[src/design/usod_pkg.sv]
// Shared types, codes and constants for the ultrasonic scan obstacle detector.
// No dependencies; used by the top level and its checker.
`timescale 1ns / 1ps
`default_nettype none

package usod_pkg;

    localparam int TIME_BITS = 32;

    localparam int ECHO_W   = 16;
    localparam int SETTLE_W = 10;
    localparam int VALID_W  = 16;
    localparam int NEAR_W   = 7;
    localparam int CFG_W    = 16;

    typedef logic signed [7:0]        cm_t;
    typedef logic [1:0]               pos_t;
    typedef logic [1:0]               code_t;
    typedef logic [1:0]               cfg_idx_t;
    typedef logic [TIME_BITS-1:0]     time_t;

    typedef enum logic [3:0] {
        PH_IDLE  = 4'b0001,
        PH_RIGHT = 4'b0010,
        PH_LEFT  = 4'b0100,
        PH_FRONT = 4'b1000
    } phase_t;

    localparam pos_t POS_FRONT = 2'd0;
    localparam pos_t POS_RIGHT = 2'd1;
    localparam pos_t POS_LEFT  = 2'd2;

    localparam code_t ST_FREE     = 2'd0;
    localparam code_t ST_OBSTACLE = 2'd1;
    localparam code_t ST_UNKNOWN  = 2'd2;

    localparam code_t SIDE_LEFT    = 2'd0;
    localparam code_t SIDE_RIGHT   = 2'd1;
    localparam code_t SIDE_BOTH    = 2'd2;
    localparam code_t SIDE_UNKNOWN = 2'd3;

    localparam cfg_idx_t REG_SETTLE = 2'd0;
    localparam cfg_idx_t REG_VALID  = 2'd1;
    localparam cfg_idx_t REG_NEAR   = 2'd2;

    localparam cm_t CM_UNKNOWN = -8'sd1;
    localparam logic [6:0] CM_FAR = 7'd100;
    localparam logic [ECHO_W-1:0] ECHO_MAX = 16'd2900;

    // echo / 58 for echo <= 2900: (echo * 2260) >> 17
    localparam logic [11:0] RECIP_58 = 12'd2260;
    localparam int RECIP_SHIFT = 17;

endpackage

`default_nettype wire

[src/design/ultrasonic_scan_obstacle_detector_unit.sv]
// Top level: ultrasonic scan obstacle detector, one transfer per millisecond tick.
// Depends on usod_pkg.
//
//  channel  | ports                       | direction | role
//  ---------+-----------------------------+-----------+--------------------------
//  s_       | s_valid/s_ready + 8 fields  | in        | one tick of sensor data
//  m_       | m_valid/m_ready + 9 fields  | out       | one result per tick
//  cfg_     | cfg_valid/cfg_ready + index | in        | register writes, always ready
//
//  One input transfer per cycle, when s_ready; its result is registered the next cycle.
//  State and result are formed in a single pass of logic with one 12x12 multiply
//  (echo to centimeters) ahead of the output register.
//  s_ready is high while the output register is empty or being drained.
//  Reset is synchronous, active low; no clearing pass.
`timescale 1ns / 1ps
`default_nettype none

module ultrasonic_scan_obstacle_detector_unit (
    input  wire logic                          aclk,
    input  wire logic                          aresetn,

    input  wire logic                          s_valid,
    output      logic                          s_ready,
    input  wire logic [usod_pkg::ECHO_W-1:0]   s_echo_us,
    input  wire logic                          s_ir_left_n,
    input  wire logic                          s_ir_right_n,
    input  wire logic                          s_edge_left,
    input  wire logic                          s_edge_right,
    input  wire logic                          s_scan_start,
    input  wire logic                          s_scan_report,
    input  wire logic                          s_front_query,

    output      logic                          m_valid,
    input  wire logic                          m_ready,
    output      usod_pkg::pos_t                m_servo_pos,
    output      logic                          m_trigger,
    output      logic                          m_scan_busy,
    output      usod_pkg::cm_t                 m_front_cm,
    output      usod_pkg::cm_t                 m_left_cm,
    output      usod_pkg::cm_t                 m_right_cm,
    output      usod_pkg::code_t               m_front_status,
    output      usod_pkg::code_t               m_obstacle_side,
    output      logic                          m_report_ready,

    input  wire logic                          cfg_valid,
    output      logic                          cfg_ready,
    input  wire usod_pkg::cfg_idx_t            cfg_index,
    input  wire logic [usod_pkg::CFG_W-1:0]    cfg_data
);

    import usod_pkg::*;

    logic [SETTLE_W-1:0] settle_cfg_reg;
    logic [VALID_W-1:0]  valid_cfg_reg;
    logic [NEAR_W-1:0]   near_cfg_reg;

    phase_t              phase_reg, phase_next;
    logic [SETTLE_W-1:0] settle_cnt_reg, settle_cnt_next;
    logic                report_pend_reg, report_pend_next;
    cm_t                 front_reg, front_next;
    cm_t                 left_reg, left_next;
    cm_t                 right_reg, right_next;
    time_t               stamp_reg, stamp_next;
    time_t               now_reg;
    pos_t                servo_reg, servo_next;

    logic                m_valid_reg;
    pos_t                servo_out_reg;
    logic                trig_reg, trig_next;
    logic                busy_reg;
    cm_t                 front_out_reg, left_out_reg, right_out_reg;
    code_t               status_reg, status_next;
    code_t               side_reg, side_next;
    logic                ready_out_reg, ready_next;

    logic [23:0]         prod;
    logic [6:0]          echo_cm;
    cm_t                 echo_dist;
    time_t               age;
    logic                stale;
    logic                ir_l, ir_r;
    logic                s_xfer;

    assign s_ready   = !m_valid_reg || m_ready;
    assign s_xfer    = s_valid && s_ready;
    assign cfg_ready = 1'b1;

    assign prod      = s_echo_us[11:0] * RECIP_58;
    assign echo_cm   = ((s_echo_us == '0) || (s_echo_us > ECHO_MAX)) ? CM_FAR
                       : prod[RECIP_SHIFT +: 7];
    assign echo_dist = cm_t'({1'b0, echo_cm});

    assign ir_l = !s_ir_left_n;
    assign ir_r = !s_ir_right_n;

    always_comb begin
        phase_next       = phase_reg;
        settle_cnt_next  = settle_cnt_reg;
        report_pend_next = report_pend_reg;
        front_next       = front_reg;
        left_next        = left_reg;
        right_next       = right_reg;
        stamp_next       = stamp_reg;
        servo_next       = servo_reg;
        trig_next        = 1'b0;
        ready_next       = 1'b0;
        status_next      = ST_UNKNOWN;
        age              = '0;
        stale            = 1'b0;

        if (s_scan_start) begin
            phase_next       = PH_RIGHT;
            report_pend_next = s_scan_report;
            left_next        = CM_UNKNOWN;
            right_next       = CM_UNKNOWN;
            servo_next       = POS_RIGHT;
            settle_cnt_next  = settle_cfg_reg;
        end

        if (phase_next != PH_IDLE) begin
            if (settle_cnt_next == '0) begin
                trig_next = 1'b1;
                unique case (phase_next)
                    PH_RIGHT: begin
                        right_next      = echo_dist;
                        servo_next      = POS_LEFT;
                        phase_next      = PH_LEFT;
                        settle_cnt_next = settle_cfg_reg;
                    end
                    PH_LEFT: begin
                        left_next       = echo_dist;
                        servo_next      = POS_FRONT;
                        phase_next      = PH_FRONT;
                        settle_cnt_next = settle_cfg_reg;
                    end
                    default: begin
                        front_next = echo_dist;
                        stamp_next = now_reg;
                        if (report_pend_next) begin
                            ready_next       = 1'b1;
                            report_pend_next = 1'b0;
                        end
                        phase_next = PH_IDLE;
                    end
                endcase
            end else begin
                settle_cnt_next = settle_cnt_next - 1'b1;
            end
        end

        if (s_front_query) begin
            age   = now_reg - stamp_next;
            stale = age > time_t'(valid_cfg_reg);
            if (stale) begin
                if (servo_next == POS_FRONT && phase_next == PH_IDLE && !trig_next) begin
                    front_next = echo_dist;
                    stamp_next = now_reg;
                    trig_next  = 1'b1;
                end else begin
                    front_next = CM_UNKNOWN;
                end
            end
            if (ir_l || ir_r) begin
                status_next = ST_OBSTACLE;
            end else if (front_next[7]) begin
                status_next = ST_UNKNOWN;
            end else if (front_next[6:0] < near_cfg_reg) begin
                status_next = ST_OBSTACLE;
            end else begin
                status_next = ST_FREE;
            end
        end

        if (s_edge_left || s_edge_right) begin
            side_next = (s_edge_left && s_edge_right) ? SIDE_BOTH
                        : (s_edge_left ? SIDE_LEFT : SIDE_RIGHT);
        end else if (ir_l || ir_r) begin
            side_next = (ir_l && ir_r) ? SIDE_BOTH : (ir_l ? SIDE_LEFT : SIDE_RIGHT);
        end else if (left_next[7] || right_next[7]) begin
            side_next = SIDE_UNKNOWN;
        end else if (left_next == right_next) begin
            side_next = SIDE_BOTH;
        end else begin
            side_next = (left_next < right_next) ? SIDE_LEFT : SIDE_RIGHT;
        end
    end

    always_ff @(posedge aclk) begin
        if (!aresetn) begin
            settle_cfg_reg <= 10'd300;
            valid_cfg_reg  <= 16'd100;
            near_cfg_reg   <= 7'd20;
        end else if (cfg_valid && cfg_ready) begin
            unique case (cfg_index)
                REG_SETTLE: settle_cfg_reg <= cfg_data[SETTLE_W-1:0];
                REG_VALID:  valid_cfg_reg  <= cfg_data[VALID_W-1:0];
                REG_NEAR:   near_cfg_reg   <= cfg_data[NEAR_W-1:0];
                default:    ;
            endcase
        end
    end

    always_ff @(posedge aclk) begin
        if (!aresetn) begin
            phase_reg       <= PH_IDLE;
            settle_cnt_reg  <= '0;
            report_pend_reg <= 1'b0;
            front_reg       <= CM_UNKNOWN;
            left_reg        <= CM_UNKNOWN;
            right_reg       <= CM_UNKNOWN;
            stamp_reg       <= '0;
            now_reg         <= '0;
            servo_reg       <= POS_FRONT;
        end else if (s_xfer) begin
            phase_reg       <= phase_next;
            settle_cnt_reg  <= settle_cnt_next;
            report_pend_reg <= report_pend_next;
            front_reg       <= front_next;
            left_reg        <= left_next;
            right_reg       <= right_next;
            stamp_reg       <= stamp_next;
            now_reg         <= now_reg + 1'b1;
            servo_reg       <= servo_next;
        end
    end

    always_ff @(posedge aclk) begin
        if (!aresetn) begin
            m_valid_reg <= 1'b0;
        end else if (s_xfer) begin
            m_valid_reg <= 1'b1;
        end else if (m_ready) begin
            m_valid_reg <= 1'b0;
        end
    end

    always_ff @(posedge aclk) begin
        if (s_xfer) begin
            servo_out_reg <= servo_next;
            trig_reg      <= trig_next;
            busy_reg      <= (phase_next != PH_IDLE);
            front_out_reg <= front_next;
            left_out_reg  <= left_next;
            right_out_reg <= right_next;
            status_reg    <= status_next;
            side_reg      <= side_next;
            ready_out_reg <= ready_next;
        end
    end

    assign m_valid         = m_valid_reg;
    assign m_servo_pos     = servo_out_reg;
    assign m_trigger       = trig_reg;
    assign m_scan_busy     = busy_reg;
    assign m_front_cm      = front_out_reg;
    assign m_left_cm       = left_out_reg;
    assign m_right_cm      = right_out_reg;
    assign m_front_status  = status_reg;
    assign m_obstacle_side = side_reg;
    assign m_report_ready  = ready_out_reg;

endmodule

`default_nettype wire

[config.mk]
export PLATFORM = sky130hd
export DESIGN_NAME = ultrasonic_scan_obstacle_detector_unit
export DESIGN_NICKNAME = d
export VERILOG_FILES = /design/src/design/usod_pkg.sv /design/src/design/ultrasonic_scan_obstacle_detector_unit.sv
export SDC_FILE = /design/constraint.sdc
export NUM_CORES = 1
export LEC_CHECK = 0
export BUFFER_PORTS_ARGS = -buffer_cell sky130_fd_sc_hd__buf_2
export CORE_UTILIZATION = 50
export CTS_CLUSTER_SIZE = 28
export DETAILED_ROUTE_END_ITERATION = 10
export PLACE_DENSITY = 0.7
export SYNTH_ARGS = -nofsm -noshare
export SYNTH_HDL_FRONTEND = slang
export SYNTH_SLANG_ARGS = --single-unit
[constraint.sdc]
create_clock -name aclk -period 9.7 [get_ports aclk]
set_input_delay 1.455 -clock aclk [delete_from_list [all_inputs] [get_ports aclk]]
set_output_delay 1.455 -clock aclk [all_outputs]
set_load 0.05 [all_outputs]
==> metrics.cfg, run 1 <==
[status]
status = finished clean

[yosys]
yosys_warnings = 0
ys_ff_latch = 172
yosysMostFrequentCell = nand2_1
synth_area_leader_cell = dfxtp_1
synth_cells = 1558
synthArstFlopShare = 0
synth_commonest_cells = nand2_1 (181), ha_1 (142), nor2_1 (141), dfxtp_1 (139), a21oi_1 (110)
syn_nets = 1768
synth_top_area_share = 0.212
synthTopCellsByArea = dfxtp_1 (21%), ha_1 (14%), edfxtp_1 (7.5%)
syn_area_mm2 = 0.0131
avgSynthCellArea_um2 = 8.43
yosysSeqAreaShare = 0.287
ys_types = 96
synth-edff-count = 33
dominantRegCellSynth = dfxtp_1

[grt]
grt_max_degree = 71
overflow = 0
grt_pass1_vias = 10800
antenna_found_initial = 1
grt_pass1_wl_mm = 54.3
grtUsageTotal = 0.253

[route]
drt_first_pass_iters = 5
via_per_inst = 5.88
ant_nets = 0
wl_mm = 33.1
drt_iter0_drc = 1035
drc = 0
routedWlPerCell_um = 17.1
vias = 11400

[power_and_ir_drop]
clock_power_share = 0.353
combPwrFrac = 0.263
power_leakage_uw = 0.00667
swShare = 0.333
p_seq_frac = 0.384
p_per_area_mw_per_mm2 = 139
switchingPower_uw = 662
peakVddDrop_uv = 121
intPower_uw = 1330

[setup_path]
slowest_delay_ns = 0.53
path_depth = 35
r2r_slack_ns = 1.53
r2r_cells = 34
crit_path_start_kind = input pin
cp.required_ns = 9.87
end_kind = flip-flop
slowest_stage = a311oi_1
critPathKind = input pin to flip-flop
crit_arrival_ns = 9.27
crit_buf_inv = 2
crit_path_max_fanout = 21
crit_family = simple AND/OR/NAND/NOR gates

[sta]
max_freq_mhz = 110
setup_viol = 0
fin_skew_ns = 0.0168
rsz0062_at_grt = no
worst_pin_slew_ns = 1.13
final-hold-violation-count = 0
fin_tns_setup_ns = 0
period_needed_ns = 9.09
post-route-period-util = 0.938
drv_slew = 0
setup_slack_ns = 0.605
slew_headroom = 0.246

[cts]
post_cts_resized = 0
clock-sinks = 172
numCtsBuffers = 17
clockBufferDepth = 2
tritoncts = yes
postCtsSetupRepairBufs = 0
clkLatencyLatePin_ns = 0.44
cts-root-buf = clkbuf_16
htree_levels = 4
cts.reportedPaths.clkPinSlew_ns = 0.07
cts_hold_buf = 0

[floorplanning]
die-area_mm2 = 0.0269
initial_core_util = 0.516
core_mm2 = 0.0255
fp.dieH_um = 164
row_count = 58
io_pins = 82
die_w_um = 164

[placement]
place_ws_ns = 0.306
gp_congestion = 0.983
io_buffers = 80
place_hpwl_mm = 25.2

[finish]
final_core_util = 0.563
diodes = 0
area.growth.synth_to_final_pct = 9.11
drive_above_1_share = 0.108
finalNetCount = 1806

[min_path]
hp-class = flip-flop to flip-flop
whs_path_depth = 2

[job]
max_cap_viol_count = 0

## per-stage QoR
step	power (µW)	area, µm²	cells	hold slack [ns]
final	1990	14300	1939	0.462
after global routing	2110	14300	1939	0.479
after CTS	2000	14300	1939	0.460
after detailed placement	1300	13700	1907	0.450
after global placement	1290	13700	1907	0.442
after floorplan	1180	13100	1558	0.436
## worst register-to-register path, delay by kind of cell (launching register included)
family	cells	cell delay, ns
AND/OR/NAND/NOR	13	2.62
AO/OA/AOI/OAI	12	2.45
adder cells (fa/ha/maj)	5	1.56
multiplexers	3	0.74
flip-flops	1	0.34
XOR/XNOR	1	0.22
## layout make-up
| type | instances | area [µm²] |
|---|---|---|
| repair buffers | 95 | 513 |
| flip-flops and latches | 172 | 3770 |
| clock buffers | 17 | 425 |
| fillers | 2390 | 11100 |
| clock inverters | 15 | 171 |
| well taps | 330 | 413 |
| inverters | 109 | 410 |
| multi-input cells | 1201 | 8630 |
## final timing paths
check,startpoint,to
worst max-delay path,s_scan_start,m_front_status[0]
worst max register to register,settle_cfg_reg[0],m_front_status[0]
worst min register to register,servo_reg[0],servo_reg[0]
worst min-delay path,servo_reg[0],servo_reg[0]
## logic make-up after synthesis
logic type	share of synthesized area
AND/OR/NAND/NOR	0.204
flip-flops	0.287
AO/OA/AOI/OAI	0.181
multiplexers	0.0678
buffers and inverters	0.0566
adder cells (fa/ha/maj)	0.170
other	0.000285
XOR/XNOR	0.0339
## power groups by stage
stage / combinational [µW] / sequential [µW] / clock [µW]
2_1_floorplan: 382 / 798 / 0
3_3_place_gp: 510 / 780 / 0
3_5_place_dp: 524 / 780 / 0
4_1_cts: 527 / 764 / 710
5_1_grt: 599 / 766 / 743
6_report: 523 / 764 / 703
## metal layers
| layer | up-vias | routed length (µm) | global-route usage |
|---|---|---|---|
| li1 | 5649 | - | - |
| met1 | 5363 | 15600 | 0.345 |
| met2 | 335 | 15100 | 0.410 |
| met3 | 56 | 1800 | 0.0404 |
| met4 | 2 | 654 | 0.0724 |
| met5 | - | 10 | 0 |
## cell usage in the layout (no fill, tap or decap), types with 17 or more instances in the layout
master       n
xnor2_1     21
a21oi_1    110
nor3_1      34
mux2i_1     82
buf_2       80
edfxtp_1    33
and3_1      22
o211ai_1    20
clkbuf_16   17
dfxtp_1    139
a21o_1      22
o21ai_0     60
nand3_1     38
inv_1      107
xor2_1      28
nor2_1     141
nand4_1     23
ha_1       142
fa_1        22
nand2_1    181
Note: power is estimated with default switching activity, not from simulation.
==> run 2: changes to the inputs <==
--- a/config.mk
+++ b/config.mk
@@ -5,11 +5,11 @@
 export SDC_FILE = /design/constraint.sdc
 export NUM_CORES = 1
 export LEC_CHECK = 0
-export BUFFER_PORTS_ARGS = -buffer_cell sky130_fd_sc_hd__buf_2
 export CORE_UTILIZATION = 50
 export CTS_CLUSTER_SIZE = 28
 export DETAILED_ROUTE_END_ITERATION = 10
-export PLACE_DENSITY = 0.7
+export DONT_BUFFER_PORTS = 1
+export PLACE_DENSITY = 0.68
 export SYNTH_ARGS = -nofsm -noshare
 export SYNTH_HDL_FRONTEND = slang
 export SYNTH_SLANG_ARGS = --single-unit
==> run 2 against run 1 <==
  * Fmax is 5.5% higher
  * Non-clock buffer count is 83 lower
  * Sequential power is 3.0% higher
  * Final cell count is 4.3% lower
  * Combinational power is 9.9% lower
  * Critical path type unchanged
==> metrics.cfg, run 2 (synthesized netlist as in run 1, its figures left out) <==
[status]
status = finished clean  ; unchanged

[floorplanning]
die-area_mm2 = 0.0269  ; unchanged
io_pins = 82  ; unchanged
core_mm2 = 0.0255  ; unchanged
initial_core_util = 0.516  ; unchanged
die_w_um = 164  ; unchanged
fp.dieH_um = 164  ; unchanged
row_count = 58  ; unchanged

[route]
wl_mm = 32.7  ; was 33.1 mm
drt_first_pass_iters = 5  ; unchanged
drt_iter0_drc = 1004  ; was 1035
routedWlPerCell_um = 17.6  ; was 17.1 µm
drc = 0  ; unchanged
ant_nets = 0  ; unchanged
via_per_inst = 6.01  ; was 5.88
vias = 11200  ; was 11400

[sta]
fin_tns_setup_ns = 0  ; unchanged
slew_headroom = 0.198  ; was 0.246
setup_viol = 0  ; unchanged
max_freq_mhz = 116  ; was 110 MHz
worst_pin_slew_ns = 1.20  ; was 1.13 ns
hold_ws_ns = 0.460  ; was 0.462 ns
fin_skew_ns = 0.0102  ; was 0.0168 ns
rsz0062_at_grt = no  ; unchanged
final-hold-violation-count = 0  ; unchanged
period_needed_ns = 8.62  ; was 9.09 ns
drv_slew = 0  ; unchanged
post-route-period-util = 0.889  ; was 0.938

[job]
max_cap_viol_count = 0  ; unchanged

[cts]
clkLatencyLatePin_ns = 0.44  ; about the same
post_cts_resized = 0  ; unchanged
cts_hold_buf = 0  ; unchanged
clock-sinks = 172  ; unchanged
tritoncts = yes  ; unchanged
postCtsSetupRepairBufs = 0  ; unchanged
htree_levels = 4  ; unchanged
cts.reportedPaths.clkPinSlew_ns = 0.07  ; about the same
clockBufferDepth = 2  ; unchanged
cts-root-buf = clkbuf_16  ; unchanged
numCtsBuffers = 17  ; unchanged

[finish]
area.growth.synth_to_final_pct = 5.86  ; was 9.11%
final_common_cell = nand2_1  ; unchanged
instances_no_fill = 1856  ; was 1939
final_core_util = 0.546  ; was 0.563
layout_common_cells = nand2_1 (181), ha_1 (142), nor2_1 (141)  ; unchanged
drive_above_1_share = 0.0583  ; was 0.108
finalNetCount = 1723  ; was 1806
diodes = 0  ; unchanged

[power_and_ir_drop]
peakVddDrop_uv = 118  ; was 121 µV
p_per_area_mw_per_mm2 = 141  ; was 139 mW/mm²
power_uw = 1960  ; was 1990 µW
power_leakage_uw = 0.00638  ; was 0.00667 µW

[setup_path]
r2r_slack_ns = 1.77  ; was 1.53 ns
crit_path_start_kind = input pin  ; unchanged
critPathKind = input pin to flip-flop  ; unchanged
cp.required_ns = 9.98  ; was 9.87 ns
r2r_cells = 34  ; unchanged
slowest_stage = o311ai_1  ; was a311oi_1
slowest_delay_ns = 0.53  ; about the same
crit_arrival_ns = 8.90  ; was 9.27 ns
cpMostUsedCell = ha_1
end_kind = flip-flop  ; unchanged
crit_path_max_fanout = 52  ; was 21

[min_path]
hp-class = flip-flop to flip-flop  ; unchanged
whs_path_depth = 2  ; unchanged

[grt]
grtUsageTotal = 0.245  ; was 0.253
antenna_found_initial = 0  ; was 1
grt_max_degree = 74  ; was 71
grt_pass1_wl_mm = 52.3  ; was 54.3 mm
overflow = 0  ; unchanged
grt_pass1_vias = 10300  ; was 10800

[placement]
numPlacedInstances = 1824  ; was 1907
place_hpwl_mm = 24.9  ; was 25.2 mm
gp_congestion = 0.950  ; was 0.983
io_buffers = 0  ; was 80

run 2: cell types whose count changed in the layout (fill, tap and decap cells not counted), sizes merged:
cell / before / now
clkinvlp: 2 / 0
clkinv: 5 / 8
buf: 95 / 12
inv: 116 / 115
run 2: metal layers:
metal,up-vias,track usage,wire length (µm),part of all wire
met5,-,0,0,0
met4,0,0.0669,609,0.019
met3,48,0.0379,1860,0.057
met2,324,0.389,14700,0.45
met1,5312,0.343,15500,0.47
li1,5478,-,-,-
run 2: worst max-delay path: cells and delay by family:
family	cells	cell delay, ns
AO/OA/AOI/OAI	14	2.92
AND/OR/NAND/NOR	11	2.04
XOR/XNOR	1	0.21
adder cells (fa/ha/maj)	5	1.53
multiplexers	3	0.71
run 2: path summary, 6_finish.rpt:
path,to,start
max,m_front_status[0],s_scan_start
min,valid_cfg_reg[3],valid_cfg_reg[3]
max reg2reg,m_front_status[0],settle_cfg_reg[0]
min reg2reg,valid_cfg_reg[3],valid_cfg_reg[3]
run 2: area by class of cell:
cell class | count | area, µm²
Fill cell | 2364 | 11600
Multi-Input combinational cell | 1201 | 8620
Sequential cell | 172 | 3770
Clock buffer | 17 | 425
Tap cell | 330 | 413
Inverter | 109 | 410
Clock inverter | 15 | 174
Timing Repair Buffer | 12 | 90.1
run 2: metrics by stage:
step | instance area, µm² | setup slack, ns
after floorplan | 13100 | 0.376
after global placement | 13300 | 1.05
after detailed placement | 13300 | 0.769
after CTS | 13900 | 1.18
after global routing | 13900 | 0.583
final | 13900 | 1.08
run 2: report_power, final:
part	internal, µW	switching, µW
Clock	369	336
Combinational	197	273
Sequential	751	36.3
Total	1320	645
